## config.mk

```make
export PLATFORM = sky130hd
export DESIGN_NAME = stdt_div_cell
export DESIGN_NICKNAME = d
export VERILOG_FILES = /design/src/stereo_disparity_triangulation_defines.svh /design/src/stdt_pkg.sv /design/src/stdt_div_cell.sv
export SDC_FILE = /design/constraint.sdc
export NUM_CORES = 1
export LEC_CHECK = 0
export BUFFER_PORTS_ARGS = -buffer_cell sky130_fd_sc_hd__buf_2
export CAP_MARGIN = 20
export CORE_MARGIN = 2
export CORE_UTILIZATION = 45
export DETAILED_ROUTE_END_ITERATION = 7
export GPL_TIMING_DRIVEN = 0
export PLACE_DENSITY = 0.79
export SLEW_MARGIN = 20
export SYNTH_ARGS = -nofsm -noshare
export SYNTH_HDL_FRONTEND = slang
export SYNTH_SLANG_ARGS = --single-unit
```

## constraint.sdc

```tcl
create_clock -name clk -period 1.4 [get_ports clk]
set_input_delay 0.28 -clock clk [delete_from_list [all_inputs] [get_ports clk]]
set_output_delay 0.28 -clock clk [all_outputs]
set_load 0.02 [all_outputs]
```

## src/stereo_disparity_triangulation_defines.svh

```systemverilog
// Assertion helpers for the stereo triangulation block
`ifndef STEREO_DISPARITY_TRIANGULATION_DEFINES_SVH
`define STEREO_DISPARITY_TRIANGULATION_DEFINES_SVH

// Same-cycle implication, disabled while reset is asserted
`define STDT_ASSERT_SAME(label, ante, cons, msg) \
    label: assert property (@(posedge clk) disable iff (!rst_n) (ante) |-> (cons)) \
        else $error(msg);

// Next-cycle implication, disabled while reset is asserted
`define STDT_ASSERT_NEXT(label, ante, cons, msg) \
    label: assert property (@(posedge clk) disable iff (!rst_n) (ante) |=> (cons)) \
        else $error(msg);

`endif

```

## src/stdt_pkg.sv

```systemverilog
package stdt_pkg;

    // Field widths
    localparam int COORD_W     = 16;
    localparam int PARAM_W     = 32;
    localparam int FRAC_SHIFT  = 4;
    localparam int QUOT_W      = PARAM_W + FRAC_SHIFT;
    localparam int DIV_STEPS   = QUOT_W;
    localparam int CFG_INDEX_W = 8;
    localparam int CFG_DATA_W  = 32;

    // Configuration register indexes
    typedef enum logic [CFG_INDEX_W-1:0] {
        REG_FOCAL_BASELINE   = 8'd0,
        REG_INVERSE_FOCAL    = 8'd1,
        REG_PRINCIPAL_COLUMN = 8'd2,
        REG_PRINCIPAL_ROW    = 8'd3
    } cfg_reg_t;

    // Payload carried down the divider chain
    typedef struct packed {
        logic               pos;
        logic [QUOT_W-1:0]  acc;
        logic [COORD_W-1:0] rem;
        logic [COORD_W-1:0] den;
        logic [COORD_W-1:0] mag_x;
        logic               neg_x;
        logic [COORD_W-1:0] mag_y;
        logic               neg_y;
    } div_lane_t;

endpackage

```

## src/stdt_div_cell.sv

```systemverilog
module stdt_div_cell (
    input  logic              clk,
    input  logic              rst_n,
    input  logic              adv,
    input  logic              v_in,
    input  stdt_pkg::div_lane_t lane_in,
    output logic              v_out,
    output stdt_pkg::div_lane_t lane_out
);
    import stdt_pkg::*;

    logic [COORD_W:0] rem_shift;
    logic             take;
    div_lane_t        lane_next;
    div_lane_t        lane_reg;
    logic             v_reg;

    // Bring down the next dividend bit, subtract when the divisor fits
    always_comb
    begin
        rem_shift = {lane_in.rem, lane_in.acc[QUOT_W-1]};
        take      = (rem_shift >= {1'b0, lane_in.den});
        lane_next = lane_in;
        if (take)
        begin
            lane_next.rem = COORD_W'(rem_shift - {1'b0, lane_in.den});
        end
        else
        begin
            lane_next.rem = rem_shift[COORD_W-1:0];
        end
        lane_next.acc = {lane_in.acc[QUOT_W-2:0], take};
    end

    // Advance the valid flag with the chain
    always_ff @(posedge clk or negedge rst_n)
    begin
        if (!rst_n)
        begin
            v_reg <= 1'b0;
        end
        else if (adv)
        begin
            v_reg <= v_in;
        end
    end

    // Advance the payload with the chain
    always_ff @(posedge clk)
    begin
        if (adv)
        begin
            lane_reg <= lane_next;
        end
    end

    assign v_out    = v_reg;
    assign lane_out = lane_reg;

endmodule

```

==> flow_metrics.py <==
metrics = {
    "worst_setup_path": {
        "worst_setup_path_end_kind": "register",
        "path_max_fanout": 5,
        "worstSetupStartpointType": "input pin",
        "cp.arrival_ns": 2.29,
        "cpPeakStageDelay_ns": 0.29,
        "path_class": "input pin to register",
        "worstPathRequired_ns": 1.53,
        "cp_slowest_cell": "mux2_4",
        "path_buf_inv": 4,
        "crit_chain": "buf_6 -> ha_4 -> a21o_1 -> a211o_1 -> a41o_1 -> a31oi_4 -> o21a_4 -> inv_4 -> buf_12 -> buf_8 -> mux2_4",
        "crit_family": "compound AO/OA/AOI/OAI gates",
    },
    "finish": {
        "antenna_cells": 0,
        "finalInstanceArea_um2": 6371,
        "fillers": 641,
        "layout-drive-gt1-share_pct": 62.62,
        "seqCellArea_um2": 3118,
        "area_delta_synth_final_pct": 48.37,
        "final_util_pct": 68.95,
        "final_cells": 640,
        "multi_input_area_um2": 1319,
        "nets": 630,
    },
    "sta": {
        "period_needed_ns": 2.159,
        "grt_setup_unrepaired": "true",
        "relSlewSlack_pct": 67.95,
        "fin_tns_setup_ns": -10.40,
        "hold_violations": 0,
        "skew_ns": 0,
        "slew_viol_final": 0,
        "fmax_mhz": 463.2,
        "post-route-period-util_pct": 154.2,
        "setup_viol": 17,
        "tightest_slew_ns": 0.4807,
        "finalWorstSetupSlack_ns": -0.7591,
    },
    "route": {
        "wl_met2_um": 5912,
        "ant_nets": 0,
        "drtIter0Drc": 103,
        "dr_wl_met3_um": 865,
        "num_vias": 3102,
        "wirelength_um": 10670,
        "viasPerCell": 4.847,
        "met1_length_um": 3769,
        "drc_errors": 0,
        "top_layer_used": "met4",
        "drtPass1Iterations": 4,
        "post_drt_wl_per_cell_um": 16.67,
    },
    "pwr": {
        "leakage_nw": 2.774,
        "ir_worst_vdd_mv": 0.4872,
        "power_mw": 7.533,
        "power.density_nw_per_um2": 1182,
    },
    "logic_synthesis": {
        "netlist_instances": 261,
        "synth_ff_type": "edfxtp_1",
        "yosysMostFrequentCell": "edfxtp_1",
        "syn_nets": 385,
        "synth-seq-area-share_pct": 72.61,
        "yosys.area.top_type": "edfxtp_1",
        "synth_common_cells": "edfxtp_1, inv_1, ha_1, nand2_1, a21oi_1",
        "synth.area.top_cells": "edfxtp_1, ha_1, mux2_4",
        "syn-mean-instance-area_um2": 16.45,
        "synth-seq-cells": 104,
        "yosysWarnings": 0,
        "synthArstFlopShare_pct": 0.9615,
        "synthDistinctLibCells": 44,
        "synth_edf_count": 103,
        "syn_area_um2": 4294,
        "synth_top_area_share_pct": 72.03,
    },
    "grt": {
        "grt_overflow": 0,
        "grt_pass1_vias": 3049,
        "grt_max_degree": 54,
        "antenna_found_initial": 0,
        "grt_pass1_wl_um": 15210,
        "grt_usage_pct": 19.41,
    },
    "floorplanning": {
        "die_y_um": 101.7,
        "start_util_pct": 46.47,
        "rows": 35,
        "core_region_area_um2": 9240,
        "die_area_um2": 10340,
        "die_w_um": 101.7,
        "io_pins": 211,
    },
    "clock_tree": {
        "clkTransAtPathRegs_ns": 0.11,
        "clockRootBuffer": "clkbuf_8",
        "htree_levels": 3,
        "cts_buffers": 9,
        "cts_buffer_depth": 2,
        "clock_sinks": 104,
        "clock_latency_ns": 0.36,
        "cts_tree": "yes",
    },
    "place": {
        "dp.cells": 601,
        "dp_hpwl_um": 7777,
        "gp_routability_congestion": 0.8323,
        "place_area_um2": 5680,
        "port_buffers": 210,
    },
    "hold_path": {
        "hold_path.class": "input pin to register",
    },
    "run_status": {
        "violations": "setup timing",
        "status": "finished, violations left",
    },
    "job": {
        "drv_cap": 0,
    },
}
layout by cell type (no fill, tap or decap), drive strengths merged, types with 2 or more instances in the layout:
cell / synthesis / routed
buf: 2 / 239
edfxtp: 103 / 103
inv: 25 / 29
ha: 16 / 16
nand2: 13 / 13
mux2: 13 / 13
a21oi: 10 / 10
clkbuf: 4 / 9
nor2: 9 / 9
o21ai: 9 / 9
xnor2: 8 / 8
xor2: 4 / 4
a31oi: 4 / 4
o21bai: 4 / 4
a21o: 3 / 3
nand4: 3 / 3
mux2i: 3 / 3
nand3: 3 / 3
a211oi: 2 / 2
a211o: 2 / 2
a41o: 2 / 2
clkinv: 0 / 2
and3: 2 / 2
o21a: 2 / 2
registers in the layout, summed over array words and instances, names as in the netlist:
register / count
lane_out: 103
v_out: 1
stage by stage:
step	setup WS, ns	hold slack [ns]
floorplan	-0.9194	-0.01559
global placement	-1.162	0.05548
detailed placement	-1.210	0.05890
CTS	-0.7477	0.05988
global route	-0.7816	0.04900
finish	-0.7591	0.08163
worst paths after layout:
| check | startpoint | end | slack, ns | depth (start not counted) |
|---|---|---|---|---|
| worst min-delay path | lane_in[14] | lane_out[14]$_DFFE_PP_ | 0.08 | 1 |
| worst max register to register | v_out$_DFFE_PN0P_ | v_out$_DFFE_PN0P_ | 0.65 | 1 |
| worst max-delay path | lane_in[63] | lane_out[62]$_DFFE_PP_ | -0.76 | 11 |
| worst min register to register | v_out$_DFFE_PN0P_ | v_out$_DFFE_PN0P_ | 0.53 | 1 |
| max in group asynchronous | rst_n | v_out$_DFFE_PN0P_ | 1.09 | 2 |
| min in group asynchronous | rst_n | v_out$_DFFE_PN0P_ | 0.22 | 2 |
logic make-up after synthesis:
family	Yosys count	share of synthesized area [%]
compound gates	45	7.605
xor+xnor	12	2.448
fa+ha+maj	17	5.128
buf+inv	31	3.322
flops	104	72.61
mux	16	4.808
simple gates	36	4.080
metal layers:
metal	vias up	track usage (%)
li1	1483	-
met4	0	4.990
met5	-	0
met3	13	5.659
met2	124	37.45
met1	1482	20.42
final cells by class:
class                      instances  area share [%]
buffer                             1          0.3142
clock buffer                       9           1.944
clock inverter                     7           1.453
inverter                          25           1.787
multi-input combinational        126           20.70
sequential                       104           48.94
tap                              129           2.533
timing repair buffer             239           22.33
what timing repair did:
action                     in CTS  in global routing
cloned                          0                  0
hold buffers                    1                  0
setup endpoints to repair      17                 17
buffers inserted               25                  3
hold endpoints to repair        1                  0
pin swaps                      24                 11
gates resized for setup        56                 20
power by group:
| part | leakage (nW) | internal (mW) | total [mW] | switching (mW) |
|---|---|---|---|---|
| clock | 0.110 | 0.881 | 1.98 | 1.10 |
| sequential | 1.02 | 3.75 | 3.81 | 0.0630 |
| combinational | 1.64 | 0.783 | 1.74 | 0.960 |
No activity file was read; power rests on OpenSTA's default activity.
